[config.mk]
export PLATFORM = sky130hd
export DESIGN_NAME = sema_lane
export DESIGN_NICKNAME = d
export VERILOG_FILES = /design/src/rtl/core/sema_pkg.sv /design/src/rtl/core/sema_lane.sv
export SDC_FILE = /design/constraint.sdc
export NUM_CORES = 2
export LEC_CHECK = 0
export ABC_CLOCK_PERIOD_IN_PS = 10300
export BUFFER_PORTS_ARGS = -buffer_cell sky130_fd_sc_hd__buf_2
export CAP_MARGIN = 10
export CORE_UTILIZATION = 50
export CTS_CLUSTER_SIZE = 25
export DETAILED_ROUTE_END_ITERATION = 16
export PLACE_DENSITY = 0.66
export SLEW_MARGIN = 20
export SYNTH_ARGS = -nofsm -noshare
export SYNTH_HDL_FRONTEND = slang
export SYNTH_SLANG_ARGS = --single-unit
[constraint.sdc]
create_clock -name clk_i -period 10.3 [get_ports clk_i]
set_clock_uncertainty 0.1 [all_clocks]
set_input_delay 1.03 -clock clk_i [delete_from_list [all_inputs] [get_ports clk_i]]
set_output_delay 1.03 -clock clk_i [all_outputs]
set_load 0.01 [all_outputs]
[src/rtl/core/sema_pkg.sv]
// Shared types and constants for the sensor EMA plausibility block.
// Used by sema_lane, sema_merge and sensor_ema_plausibility; no dependencies.
`timescale 1ns / 1ps

package sema_pkg;

  localparam int AdcBitsDef = 12;
  localparam int RawW       = 12;
  localparam int GainW      = 24;
  localparam int AlphaW     = 17;
  localparam int FixW       = 18;
  localparam int StreakW    = 8;
  localparam int CfgAddrW   = 3;
  localparam int CfgDataW   = 24;
  localparam int InDataW    = 40;
  localparam int OutDataW   = 56;
  localparam int OutUserW   = 2;

  localparam int FixMax = 131071;
  localparam int FixMin = -131072;

  // Plausibility windows in 1/256 units, inclusive.
  localparam logic signed [FixW-1:0] VbatLo = 18'sd0;
  localparam logic signed [FixW-1:0] VbatHi = 18'sd5120;
  localparam logic signed [FixW-1:0] CurLo  = 18'sd0;
  localparam logic signed [FixW-1:0] CurHi  = 18'sd1792;
  localparam logic signed [FixW-1:0] TempLo = -18'sd5120;
  localparam logic signed [FixW-1:0] TempHi = 18'sd38400;

  localparam logic [AlphaW-1:0]  AlphaRst   = 17'd6554;
  localparam logic [GainW-1:0]   VbatGainRst = 24'd54080;
  localparam logic [GainW-1:0]   CurGainRst  = 24'd13520;
  localparam logic [GainW-1:0]   TempGainRst = 24'd1352010;
  localparam logic [StreakW-1:0] StartupRst  = 8'd10;

  typedef enum logic [CfgAddrW-1:0] {
    CfgAlpha    = 3'd0,
    CfgVbatGain = 3'd1,
    CfgCurGain  = 3'd2,
    CfgTempGain = 3'd3,
    CfgStartup  = 3'd4
  } cfg_reg_e;

  // Stage strobes shared by all three lanes.
  typedef struct packed {
    logic capture;  // a set is transferred in: register the scaling product
    logic step;     // form the scaled value and the weighted difference
    logic commit;   // update the filter state
    logic primed;   // filter already holds a value
  } lane_ctrl_t;

  typedef struct packed {
    logic                   ready;
    logic                   valid;
    logic signed [FixW-1:0] temp;
    logic signed [FixW-1:0] cur;
    logic signed [FixW-1:0] vbat;
  } result_t;

endpackage

[src/rtl/core/sema_lane.sv]
// One filter lane: scales a raw ADC code by its gain and runs the EMA update.
// Depends on sema_pkg; three instances sit side by side in the top level.
`timescale 1ns / 1ps

module sema_lane import sema_pkg::*; #(
  parameter int AdcBits = AdcBitsDef
) (
  input  logic                   clk_i,
  input  logic                   rst_ni,
  input  lane_ctrl_t             ctrl_i,
  input  logic [RawW-1:0]        raw_i,
  input  logic [GainW-1:0]       gain_i,
  input  logic [AlphaW-1:0]      alpha_i,
  output logic signed [FixW-1:0] state_o
);

  localparam int CodeW = (AdcBits < RawW) ? AdcBits : RawW;
  localparam int ProdW = CodeW + GainW;
  localparam int MulW  = AlphaW + 1 + FixW + 1;
  localparam int StepW = MulW - 16;

  logic [ProdW-1:0]       prod_q, prod_d;
  logic [23:0]            shifted;
  logic signed [FixW-1:0] scaled_d, scaled_q;
  logic signed [FixW:0]   diff;
  logic signed [MulW-1:0] alpha_ext, diff_ext, wprod_d, wprod_q;
  logic signed [StepW-1:0] step;
  logic signed [StepW:0]  sum;
  logic signed [FixW-1:0] ema_d, state_q, state_d;

  assign prod_d = ProdW'(raw_i[CodeW-1:0]) * ProdW'(gain_i);

  always_comb begin
    shifted = 24'(prod_q[ProdW-1:16]);
    if (shifted > 24'(FixMax)) begin
      scaled_d = FixW'(FixMax);
    end else begin
      scaled_d = shifted[FixW-1:0];
    end
    diff      = {scaled_d[FixW-1], scaled_d} - {state_q[FixW-1], state_q};
    alpha_ext = MulW'($signed({1'b0, alpha_i}));
    diff_ext  = MulW'(diff);
    wprod_d   = alpha_ext * diff_ext;
  end

  // Dropping the low sixteen bits of a two's complement value rounds towards minus infinity.
  always_comb begin
    step = wprod_q[MulW-1:16];
    sum  = {state_q[FixW-1], StepW'(state_q)} + {step[StepW-1], step};
    if (sum > (StepW+1)'(FixMax)) begin
      ema_d = FixW'(FixMax);
    end else if (sum < (StepW+1)'(FixMin)) begin
      ema_d = FixW'(FixMin);
    end else begin
      ema_d = sum[FixW-1:0];
    end
    state_d = ctrl_i.primed ? ema_d : scaled_q;
  end

  always_ff @(posedge clk_i) begin
    if (ctrl_i.capture) begin
      prod_q <= prod_d;
    end
    if (ctrl_i.step) begin
      scaled_q <= scaled_d;
      wprod_q  <= wprod_d;
    end
  end

  always_ff @(posedge clk_i or negedge rst_ni) begin
    if (!rst_ni) begin
      state_q <= '0;
    end else if (ctrl_i.commit) begin
      state_q <= state_d;
    end
  end

  assign state_o = state_q;

endmodule

Word-level counts from Yosys, hierarchy flattened. Cells that the tools add are included.

Latch bits: 0. Register bits: 109. Memories kept: 0. Input bits: 59. Output and inout bits: 18. Bits in writable memories: 0. ROM bits: 0.

Divide/modulo/power cells: 0. Reductions and logical operators: 0. Equal/unequal tests: 0. Shift-type cells: 0. Multiplexer cells: 4. $add $sub $neg: 2. Bitwise logic cells: 0. Multipliers: 2. Magnitude comparators: 3.

Operator list (number): $mux W18 (4); $mul A18 B19 Y37 (1); $mul A12 B24 Y36 (1); $add A18 B21 Y22 (1); $gt A22 B18 Y1 const B (1); $lt A22 B18 Y1 const B (1); $gt A20 B17 Y1 const B (1); $sub A18 B18 Y19 (1).

Depth between registers and ports, before layout.
Depth in word-level cells: 5. Gate-level depth with buffers: 36.

Worst setup path before layout. OpenSTA, ideal clock, no wires.

Path type: register to register. Start point: register prod_q[33]. End point: register wprod_q[32] (data pin). Slack: 1.092 ns. Data required time: 9.935 ns. Arrival: 8.843 ns. Buffers on the path: 2. Period minus slack after synthesis: 9.208 ns. Stages on the path, launching flop included: 34. Cell sequence: edfxtp_1 -> nor3_1 -> clkbuf_1 -> nand2b_1 -> fa_1 -> a21o_1 -> a21oi_1 -> o21bai_1 -> a21oi_1 -> o21ai_0 -> a211o_1 -> a21oi_1 -> xnor2_1 -> clkbuf_1 -> nand2_1 -> fa_1 -> fa_1 -> inv_1 -> fa_1 -> inv_1 -> fa_1 -> inv_1 -> fa_1 -> fa_1 -> ha_1 -> a21o_1 -> a21o_1 -> a21o_1 -> a221o_1 -> a221oi_1 -> o22ai_1 -> nor2_1 -> o21ai_0 -> xor2_1.

Longest elaborated chain between the ends: 4.

RTL lines: from (decl) (RTL line sema_lane.sv:22) `logic [ProdW-1:0] prod_q, prod_d;`; from (signal assigned) (RTL line sema_lane.sv:62) `prod_q <= prod_d;`; $gt A20 B17 Y1 (RTL line sema_lane.sv:35) `if (shifted > 24'(FixMax)) begin`; $mux W18 (RTL line sema_lane.sv:35); net scaled_d[1] (RTL line sema_lane.sv:24) `logic signed [FixW-1:0] scaled_d, scaled_q;`; $sub A18 B18 Y19 (RTL line sema_lane.sv:40) `diff = {scaled_d[FixW-1], scaled_d} - {state_q[FixW-1], state_q};`; $mul A18 B19 Y37 (RTL line sema_lane.sv:43) `wprod_d = alpha_ext * diff_ext;`; net wprod_d[32] (RTL line sema_lane.sv:26) `logic signed [MulW-1:0] alpha_ext, diff_ext, wprod_d, wprod_q;`; to (signal assigned) (RTL line sema_lane.sv:66) `wprod_q <= wprod_d;`; to (decl) (RTL line sema_lane.sv:26).

The timed path passes the listed nets, and every way through them passes these cells. A chain may end at the register's enable or synchronous reset.

Worst setup path after layout.
Start point: register prod_q[33]. End point: register wprod_q[36] (data pin).

Longest elaborated chain between the ends: 4.

RTL lines (RTL line): $gt A20 B17 Y1 (sema_lane.sv:35); $mux W18 * (sema_lane.sv:35); $sub A18 B18 Y19 * (sema_lane.sv:40); $mul A18 B19 Y37 * (sema_lane.sv:43); net wprod_d[36] (sema_lane.sv:26).

Mark *: on every way through the listed nets, which the timed path passes. The rest lies on a longest branch.

==> qor.yml <==
status:
  status: "complete, no violations"
setup_path:
  r2r_setup_slack_ns: 0.53
  critPathTopFamily: "adder cells"
  slowest_stage: "fa_1"
  cpPeakStageDelay_ns: 0.58
  cp-end-kind: "register"
  criticalPathCategory: "reg2reg"
  critical_path_buf_inv_count: 4
  crit_path_start_kind: "register"
  worst_r2r_endpoint: "wprod_q[36]"
  worstPathArrival_ns: 9.82
  cp_common_cell: "fa_1"
  r2r_start: "prod_q[33]"
  cp_max_fo: 13
  r2r_cells: 32
  cp.required_ns: 10.35
global_route:
  first_global_vias: 20054
  grtUsageTotal_pct: 25.48
  grt-ovfl-total: 0
  antenna_found_initial: 4
  grt_pass1_wl_um: 102100
  grt_max_degree: 40
cts:
  cts_max_level: 3
  cts.path.max_buffers: 2
  clkSlewWorstSetupHoldPaths_ns: 0.06
  clock_latency_ns: 0.34
  cts_tree: "built"
  cts_inserted_buffers: 9
  postCtsHoldBufs: 0
  root_buffer: "clkbuf_16"
  cts.sinks: 77
timing:
  slew_headroom_pct: 27.04
  hold_violations: 0
  tightestPinTransition_ns: 1.089
  maxSlewViolCount: 0
  finalSetupTns_ns: 0
  setup_violations: 0
  fmax_ghz: 0.1024
  fin_crit_ns: 9.768
  rsz0062_at_grt: "no"
  fin_crit_sh_pct: 94.84
layout:
  nFillCells: 4490
  multi_input_area_um2: 20150
  seq_area_um2: 2222
  area_growth_pct: 5.249
  drive_gt1_share_pct: 5.560
  nets: 3561
synth:
  yosysTopAreaCellShare_pct: 43.07
  avgSynthCellArea_um2: 9.005
  synthFlopType: "edfxtp_1"
  ys_seq_area_share_pct: 8.870
  synth_warnings: 0
  synth_area_leaders: "fa_1 43%, ha_1 9.9%, inv_1 8.9%, edfxtp_1 7.1%, nand2_1 6.5%"
  ys_async_sr_fraction_pct: 23.38
  synth_edf_count: 59
  yosysMostFrequentCell: "inv_1"
  synth_cells: 2782
  ys_seq_elements: 77
  ys_types: 75
  yosysTopAreaCell: "fa_1"
  ys_top_cells_by_count: "594 x inv_1, 539 x fa_1, 431 x nand2_1, 212 x and2_1, 198 x ha_1"
  synth_area_um2: 25050
detailed_routing:
  vias: 18524
  antenna_left: 0
  post_drt_wl_per_cell_um: 17.71
  vias_per_cell: 5.393
  wirelength_um: 60840
  dr.pass1.iters: 6
  post-route-drc-count: 0
  drtIter0Drc: 1186
die:
  die_height_um: 225.8
  die_w_um: 225.8
  io_pins: 77
  core_area_um2: 49150
  rows: 81
  initial_core_util_pct: 50.97
  die-area_um2: 51000
placed_design:
  numPortBuffers: 76
  place_congestion: 0.8844
  dp_hpwl_um: 48750
hold_path:
  hp-start: "scaled_q[17]"
  worstHoldPathCells: 2
  hold_path_end: "state_o[17]"
  hp-class: "reg2reg"
flow_run:
  drv_cap: 0
per-layer routing:
layer / global-route usage, % / share of wire [%] / up-vias
met2: 43.82 / 49 / 501
met4: 5.991 / 2.0 / 2
li1: - / - / 8408
met3: 3.005 / 5.1 / 84
met1: 34.33 / 43 / 9529
met5: 0 / 0.021 / -
metrics by stage:
step / setup WS [ns] / util [%] / hold slack (ns) / cells / cell area [um2]
floorplan: 1.092 / - / 0.3951 / 2783 / 25060
global placement: 0.6005 / 52.81 / 0.4204 / 3416 / 25960
detailed placement: 0.2252 / 52.83 / 0.4343 / 3416 / 25970
CTS: 0.1722 / 53.54 / 0.4486 / 3432 / 26320
global route: 0.1019 / 53.64 / 0.4805 / 3435 / 26370
finish: 0.5317 / 53.64 / 0.4469 / 3435 / 26370
registers in the layout, indices dropped and copies added (netlist names):
signal,cells
wprod_q,21
scaled_q,18
prod_q,20
state_o,18
cells in the final DEF (no fill, tap or decap), drive strengths merged, types with 38 or more instances in the layout:
cell	count
o21ai	52
edfxtp	59
and2	212
nand3	38
ha	198
xnor2	56
a21oi	76
nand2	432
fa	539
nor2	71
buf	103
nand2b	41
inv	595
area by class of cell:
class                   instances  area share [%]
multi-input cells            1979           76.41
clock inverters                 7          0.4650
flip-flops and latches         77           8.427
clock buffers                   9          0.8541
repair buffers                103           2.211
well taps                     664           3.151
inverters                     595           8.470
diodes                          1        0.009490
logic make-up after synthesis:
logic type	after synthesis	share of synthesized area [%]
AOI/OAI and AO/OA	260	6.962
and+or+nand+nor	894	17.19
other	1	0.01497
muxes	3	0.1199
xor gates and xnor gates	77	2.692
buffers and inverters	727	10.96
adders and majority gates	743	53.20
DFF	77	8.870
worst min-delay path: cells and delay by family, from the launching register on:
kind   cells  cell delay (ns)
DFF        1             0.32
muxes      2             0.18
how the worst max path moves through the flow:
stage,start,endpoint,cells after the start
after floorplan,prod_q[33],wprod_q[32],33
after global placement,prod_q[33],wprod_q[32],31
after detailed placement,prod_q[33],wprod_q[32],31
after CTS,prod_q[33],wprod_q[32],31
after global routing,prod_q[33],wprod_q[36],34
final,prod_q[33],wprod_q[36],32
repair_timing:
action	in CTS	in global routing
setup buffers	0	2
resized for setup	0	5
endpoints found under the setup margin	0	5
Power is left out: the tool's default activity adds up to more than one toggle a clock period on the data nets, which glitch-free logic cannot reach.
