==> src/rtl/core/sema_pkg.sv <==
// Shared types and constants for the sensor EMA plausibility block.
// Used by sema_lane, sema_merge and sensor_ema_plausibility; no dependencies.
`timescale 1ns / 1ps

package sema_pkg;

  localparam int AdcBitsDef = 12;
  localparam int RawW       = 12;
  localparam int GainW      = 24;
  localparam int AlphaW     = 17;
  localparam int FixW       = 18;
  localparam int StreakW    = 8;
  localparam int CfgAddrW   = 3;
  localparam int CfgDataW   = 24;
  localparam int InDataW    = 40;
  localparam int OutDataW   = 56;
  localparam int OutUserW   = 2;

  localparam int FixMax = 131071;
  localparam int FixMin = -131072;

  // Plausibility windows in 1/256 units, inclusive.
  localparam logic signed [FixW-1:0] VbatLo = 18'sd0;
  localparam logic signed [FixW-1:0] VbatHi = 18'sd5120;
  localparam logic signed [FixW-1:0] CurLo  = 18'sd0;
  localparam logic signed [FixW-1:0] CurHi  = 18'sd1792;
  localparam logic signed [FixW-1:0] TempLo = -18'sd5120;
  localparam logic signed [FixW-1:0] TempHi = 18'sd38400;

  localparam logic [AlphaW-1:0]  AlphaRst   = 17'd6554;
  localparam logic [GainW-1:0]   VbatGainRst = 24'd54080;
  localparam logic [GainW-1:0]   CurGainRst  = 24'd13520;
  localparam logic [GainW-1:0]   TempGainRst = 24'd1352010;
  localparam logic [StreakW-1:0] StartupRst  = 8'd10;

  typedef enum logic [CfgAddrW-1:0] {
    CfgAlpha    = 3'd0,
    CfgVbatGain = 3'd1,
    CfgCurGain  = 3'd2,
    CfgTempGain = 3'd3,
    CfgStartup  = 3'd4
  } cfg_reg_e;

  // Stage strobes shared by all three lanes.
  typedef struct packed {
    logic capture;  // a set is transferred in: register the scaling product
    logic step;     // form the scaled value and the weighted difference
    logic commit;   // update the filter state
    logic primed;   // filter already holds a value
  } lane_ctrl_t;

  typedef struct packed {
    logic                   ready;
    logic                   valid;
    logic signed [FixW-1:0] temp;
    logic signed [FixW-1:0] cur;
    logic signed [FixW-1:0] vbat;
  } result_t;

endpackage

==> src/rtl/core/sema_merge.sv <==
// Merge stage: checks the three filtered values against their windows,
// keeps the valid streak and registers the result. Depends on sema_pkg.
`timescale 1ns / 1ps

module sema_merge import sema_pkg::*; (
  input  logic                   clk_i,
  input  logic                   rst_ni,
  input  logic                   fire_i,
  input  logic signed [FixW-1:0] vbat_i,
  input  logic signed [FixW-1:0] cur_i,
  input  logic signed [FixW-1:0] temp_i,
  input  logic [StreakW-1:0]     startup_i,
  output result_t                res_o
);

  logic               ok;
  logic               ready;
  logic [StreakW-1:0] streak_q, streak_d;
  result_t            res_q, res_d;

  always_comb begin
    ok = (vbat_i >= VbatLo) && (vbat_i <= VbatHi) &&
         (cur_i  >= CurLo)  && (cur_i  <= CurHi)  &&
         (temp_i >= TempLo) && (temp_i <= TempHi);
    if (!ok) begin
      streak_d = '0;
    end else if (streak_q < startup_i) begin
      streak_d = streak_q + StreakW'(1);
    end else begin
      streak_d = streak_q;
    end
    ready       = ok && (streak_d >= startup_i);
    res_d.ready = ready;
    res_d.valid = ok;
    res_d.temp  = temp_i;
    res_d.cur   = cur_i;
    res_d.vbat  = vbat_i;
  end

  always_ff @(posedge clk_i or negedge rst_ni) begin
    if (!rst_ni) begin
      streak_q <= '0;
    end else if (fire_i) begin
      streak_q <= streak_d;
    end
  end

  always_ff @(posedge clk_i) begin
    if (fire_i) begin
      res_q <= res_d;
    end
  end

  assign res_o = res_q;

endmodule

==> config.mk <==
export PLATFORM = sky130hd
export DESIGN_NAME = sema_merge
export DESIGN_NICKNAME = d
export VERILOG_FILES = /design/src/rtl/core/sema_pkg.sv /design/src/rtl/core/sema_merge.sv
export SDC_FILE = /design/constraint.sdc
export NUM_CORES = 1
export LEC_CHECK = 0
export ABC_CLOCK_PERIOD_IN_PS = 3500
export BUFFER_PORTS_ARGS = -buffer_cell sky130_fd_sc_hd__buf_2
export CAP_MARGIN = 30
export CORE_MARGIN = 5
export CORE_UTILIZATION = 47
export DETAILED_ROUTE_END_ITERATION = 8
export PLACE_DENSITY = 0.76
export SLEW_MARGIN = 25
export SYNTH_ARGS = -nofsm -noshare
export SYNTH_HDL_FRONTEND = slang
export SYNTH_SLANG_ARGS = --single-unit
==> constraint.sdc <==
create_clock -name clk_i -period 3.5 [get_ports clk_i]
set_input_delay 0 -clock clk_i [delete_from_list [all_inputs] [get_ports clk_i]]
set_output_delay 0 -clock clk_i [all_outputs]
set_load 0.1 [all_outputs]
After elaboration in Yosys (flattened, before gate mapping)
Index checks and enable logic that the tools add are counted.
Widths: inputs -> output; s select.

word-level totals
  input port bits = 65
  logic and storage cells = 23
  register bits after elaboration = 64

cells by class
  reduce and logical (&&, ||, !) cells = 6
  muxes and demuxes = 2
  $lt $le $gt $ge = 8
  $add $sub $neg = 1

operators with widths
  cell                  number
  $ge 18x1->1 const B   2
  $ge 18x14->1 const B  1
  $le 18x12->1 const B  1
  $le 18x14->1 const B  1
  $le 18x17->1 const B  1
  $mux 8                2
  $add 8x1->8 const B   1
  $ge 8x8->1            1
  $lt 8x8->1            1
  $logic_and 1x1->1     6

Longest topological paths before layout
  depth after elaboration = 9
  gate-level depth with buffers = 15
  gate-level depth less buffers = 14

Worst setup path before layout
Ideal clock, no wire load.

  path type = flip-flop to flip-flop
  start = register streak_q[2]
  end = register res_q (netlist bit res_o[55]), data pin
  arrival time = 2.735 ns
  required time = 3.246 ns
  period minus slack after synthesis = 2.989 ns
  cell stages (with the launch flop) = 14
  slack = 0.511 ns
  path through = dfrtp_1 ha_1 a211oi_1 o21ai_0 a211oi_2 buf_2 nand3_1 xnor2_1 nor2_1 ha_1 a21o_1 a211oi_1 a21oi_1 o21a_1

between the ends
  cells in the longest elaborated chain, start to end = 5
  elaborated cells on any way between the ends = 6

ends and longest elaborated chain
  element                                           line                                source
  from (decl)                                       sema_merge.sv:18                    logic [StreakW-1:0] streak_q, streak_d;
  from (signal assigned)                            sema_merge.sv:44                    streak_q <= streak_d;
  $add 8x1->8 / $lt 8x8->1 (equally long branches)  sema_merge.sv:28, sema_merge.sv:27
  $mux 8 *                                          sema_merge.sv:27                    end else if (streak_q < startup_i) begin
  $mux 8 *                                          sema_merge.sv:25                    if (!ok) begin
  named net streak_d[4]                             sema_merge.sv:18
  $ge 8x8->1 *                                      sema_merge.sv:32                    ready = ok && (streak_d >= startup_i);
  $logic_and 1x1->1 *                               sema_merge.sv:32
  named net ready                                   sema_merge.sv:17                    logic ready;
  to (signal assigned)                              sema_merge.sv:50                    res_q <= res_d;
  to (decl)                                         sema_merge.sv:19                    result_t res_q, res_d;

The timed path passes the listed nets; every way through them passes the cells marked *.
A chain may end at the register's enable or synchronous reset.

Worst setup path in the final report
Ends and elaborated chain as after synthesis.

==> run summary <==
* Final Worst Setup Slack: 0.399 ns
* Relative slew margins: 53.4%
* clock tree from TritonCTS: done
* count of nets left with antenna violations after detail routing: 0
* via count of the first global-routing pass: 2,321
* overall power of the completed layout: 0.00202 W
* number of DRC violations after detailed routing: 0
* count of placed standard cells including taps: 393
* total of buffers placed on input and output ports: 120
* met3 routing resource usage after global routing: 5.39%
* leakage power total: 1.84 nW
* r2r worst-path depth: 13
* power per standard cell area: 476 mW/mm2
* maximum vdd drop: 0.335 mV
* clock root cell: sky130_fd_sc_hd__clkbuf_8
* maximum fanout count along the critical path: 12
* most area-consuming cells after synthesis: sky130_fd_sc_hd__edfxtp_1, sky130_fd_sc_hd__dfrtp_1, sky130_fd_sc_hd__ha_1, sky130_fd_sc_hd__a21oi_1, sky130_fd_sc_hd__inv_1
* number of filler instances in the final layout: 357
* final hold viol count: 0
* Die Y: 87.3 um
* Highest Clock Rate: 323 MHz
* data arrival time of the worst path: 3.19 ns
* effective utilization at floorplan: 48.0%
* clock network fraction of design power: 26.8%
* Max Clock Skew: 0.00311 ns
* Register-to-Register Setup Slack: 0.40 ns
* share of Yosys cell area claimed by the top area cell type: 59.8%
* Clock Latency Late Sink: 0.33 ns
* Inserted Clock Buffers: 9
* required time of the critical path: 3.59 ns
* Comb pwr share: 28.4%
* overall via count from detail_route: 2,393
* initial drt markers: 90
* Boundary Pins: 121
* Net Switching: 0.000769 W
* register area share after synthesis: 67.0%
* pre-CTS WS: 0.414 ns
* final std cells w/o fill: 464
* Syn Inst Count: 197
* number of clock sinks: 64
* final critical path time including I/O delays and setup: 3.10 ns
* endpoint type of the worst setup path: register
* number of synthesis warnings: 0
* Die Outline Area: 0.00763 mm2
* commonest non-fill, non-tap cell in the layout: sky130_fd_sc_hd__buf_2
* critical path's largest stage delay: 0.44 ns
* gr usage total: 21.0%
* layout cell share with drive strength beyond 1: 37.8%
* final net count: 465
* hpwl dp: 5.21 mm
* core footprint: 0.00585 mm2
* Flop pwr share: 44.8%
* average via count per standard cell: 5.16
* type of the most critical hold path: input port to asynchronous set/reset pin
* post-layout utilization of the core: 72.4%
* GR Overflow Total: 0
* placer's final routability congestion estimate: 0.852
* proportion of total power due to net switching: 38.1%
* netlist area before placement: 0.00281 mm2
* fin. max-slew vios: 0
* Routed WL per cell: 17.6 um
* RSZ-0062 raised after global routing: false
* number of setup violations in the final report: 0
* period utilization: 88.6%
* slew at the pin closest to its max-slew limit: 0.695 ns
* antenna violations before repair: 0
* buffers from clock root to sink, at most: 2
* signed area change from the synthesized netlist to the final layout: 50.7%
* met1 routing resource usage after global routing: 24.3%
* Pre-antenna DRT Iters: 7
* maximum number of pins on one net before global-route repair: 59
* met2 Resource Use GR: 37.7%
* status: finished, final reports clean
* Int Power: 0.00125 W
* Crit Reg-Reg Endpoint: res_o[55]
* x dimension of the die: 87.3 um
* routing layer with the top usage in global route: met2
* post-synthesis cell type count: 36
* series of cell instances along the critical path: ha_1 -> a211oi_1 -> o21ai_0 -> a211oi_2 -> buf_4 -> nand3_1 -> xnor2_1 -> nor2_1 -> ha_1 -> a21o_1 -> a211oi_1 -> a21oi_1 -> o21a_1
* global-route wire length before repair: 12.0 mm
* CTS clock-pin slew for the worst setup and hold paths: 0.07 ns
* number of H-tree branching levels: 3
* Post-Syn Area per Cell: 14.3 um2
* kind of launch point of the worst setup path: register
* Max-Cap Viols: 0
* floorplan row count: 28
* cell with the biggest individual delay on the critical path: sky130_fd_sc_hd__dfrtp_1
* register bit total from synthesis: 64
* total wirelength of the detailed-routed design: 8.18 mm
* Total Negative Setup Slacks: 0 ns
* number of inserted diodes: 0
* number of nets produced by synthesis: 278
* type of the worst setup path: register to register
* most frequent cells in the layout: sky130_fd_sc_hd__buf_2, sky130_fd_sc_hd__edfxtp_1, sky130_fd_sc_hd__dlygate4sd3_1
* launch point of the worst reg-to-reg path: streak_q[2]
* cell taking the most area after synthesis: sky130_fd_sc_hd__edfxtp_1
worst max path at each step:
stage                startpoint   endpoint  slack, ns  cells past startpoint
detailed placement  streak_q[2]  res_o[55]       0.41                     13
floorplan           streak_q[2]  res_o[55]       0.51                     13
global placement    streak_q[2]  res_o[55]       0.51                     13
CTS                 streak_q[2]  res_o[55]       0.40                     13
global route        streak_q[2]  res_o[55]       0.15                     14
finish              streak_q[2]  res_o[55]       0.40                     13
flip-flops by register name, summed over array words and instances (netlist names):
register and flops:
streak_q 8, res_o 56
cell usage after synthesis:
library cell / n
sky130_fd_sc_hd__edfxtp_1: 56
sky130_fd_sc_hd__ha_1: 16
sky130_fd_sc_hd__inv_1: 13
sky130_fd_sc_hd__nor2_1: 13
sky130_fd_sc_hd__a21oi_1: 12
sky130_fd_sc_hd__dfrtp_1: 8
sky130_fd_sc_hd__nand3_1: 6
sky130_fd_sc_hd__nand4_1: 6
sky130_fd_sc_hd__nor4_1: 6
sky130_fd_sc_hd__o21ai_1: 5
sky130_fd_sc_hd__or4_1: 5
sky130_fd_sc_hd__xnor2_1: 5
sky130_fd_sc_hd__a21o_1: 4
sky130_fd_sc_hd__nand2_1: 4
sky130_fd_sc_hd__nand2b_1: 4
sky130_fd_sc_hd__o21ai_0: 4
sky130_fd_sc_hd__a211oi_1: 3
sky130_fd_sc_hd__and2_1: 3
sky130_fd_sc_hd__o21a_1: 3
sky130_fd_sc_hd__clkbuf_1: 2
sky130_fd_sc_hd__nor2b_1: 2
sky130_fd_sc_hd__nor4_2: 2
sky130_fd_sc_hd__xor2_1: 2
sky130_fd_sc_hd__a2111oi_2: 1
sky130_fd_sc_hd__a2111oi_4: 1
sky130_fd_sc_hd__a211oi_2: 1
sky130_fd_sc_hd__a22o_1: 1
sky130_fd_sc_hd__and3_1: 1
sky130_fd_sc_hd__and4bb_1: 1
sky130_fd_sc_hd__buf_2: 1
sky130_fd_sc_hd__inv_2: 1
sky130_fd_sc_hd__nand3b_1: 1
sky130_fd_sc_hd__nor3b_1: 1
sky130_fd_sc_hd__nor4b_2: 1
sky130_fd_sc_hd__o2111ai_1: 1
sky130_fd_sc_hd__o31ai_2: 1
timing repair:
| action | CTS | global route |
|---|---|---|
| hold endpoints to repair | 62 | 0 |
| hold buffers | 55 | 0 |
| setup endpoints to repair | 0 | 0 |
| setup buffers | 0 | 0 |
| gates resized for setup | 0 | 0 |
critical path, delay by kind of cell, from the launching register on:
kind / cells / cell delay [ns]
AO/OA/AOI/OAI: 7 / 1.27
adder cells (fa/ha/maj): 2 / 0.59
flip-flops: 1 / 0.44
buffers and inverters: 1 / 0.20
AND/OR/NAND/NOR: 2 / 0.20
XOR/XNOR: 1 / 0.17
through the flow:
| stage | hold slack (ns) | cell area (um2) |
|---|---|---|
| 2_1_floorplan | -0.296 | 2810 |
| 3_3_place_gp | -0.140 | 3520 |
| 3_5_place_dp | -0.139 | 3520 |
| 4_1_cts | 0.0271 | 4240 |
| 5_1_grt | 0.0495 | 4240 |
| 6_report | 0.0357 | 4240 |
cell type report:
cell class                      count  area (um2)  share of cell area [%]
Tap cell                           75        93.8                    2.22
Sequential cell                    64        1880                    44.4
Clock inverter                      7        38.8                   0.916
Inverter                           14        52.6                    1.24
Multi-Input combinational cell    116         863                    20.4
Clock buffer                        9         124                    2.92
Timing Repair Buffer              179        1180                    27.9
logic make-up (layout without fill, tap and decap cells):
logic type	Yosys count	in the layout	share of synthesized area (%)
adder cells (fa/ha/maj)	16	16	7.12
XOR/XNOR	7	7	2.18
AO/OA/AOI/OAI	37	37	9.44
AND/OR/NAND/NOR	56	56	12.0
flip-flops	64	64	67.0
buffers and inverters	17	209	2.32
power groups by stage:
stage / Combinational (W) / Sequential, W / Clock, W
floorplan: 0.0000239 / 0.00129 / 0
detailed placement: 0.000519 / 0.000916 / 0
global route: 0.000589 / 0.000906 / 0.000582
global placement: 0.000516 / 0.000914 / 0
finish: 0.000573 / 0.000903 / 0.000542
CTS: 0.000568 / 0.000900 / 0.000539
layer usage:
layer,share of wire (%),wire length [um]
met1,38,3080
met2,51,4180
met3,9.6,788
met4,1.7,137
met5,0,0
Power figures use the tool's default switching activity.
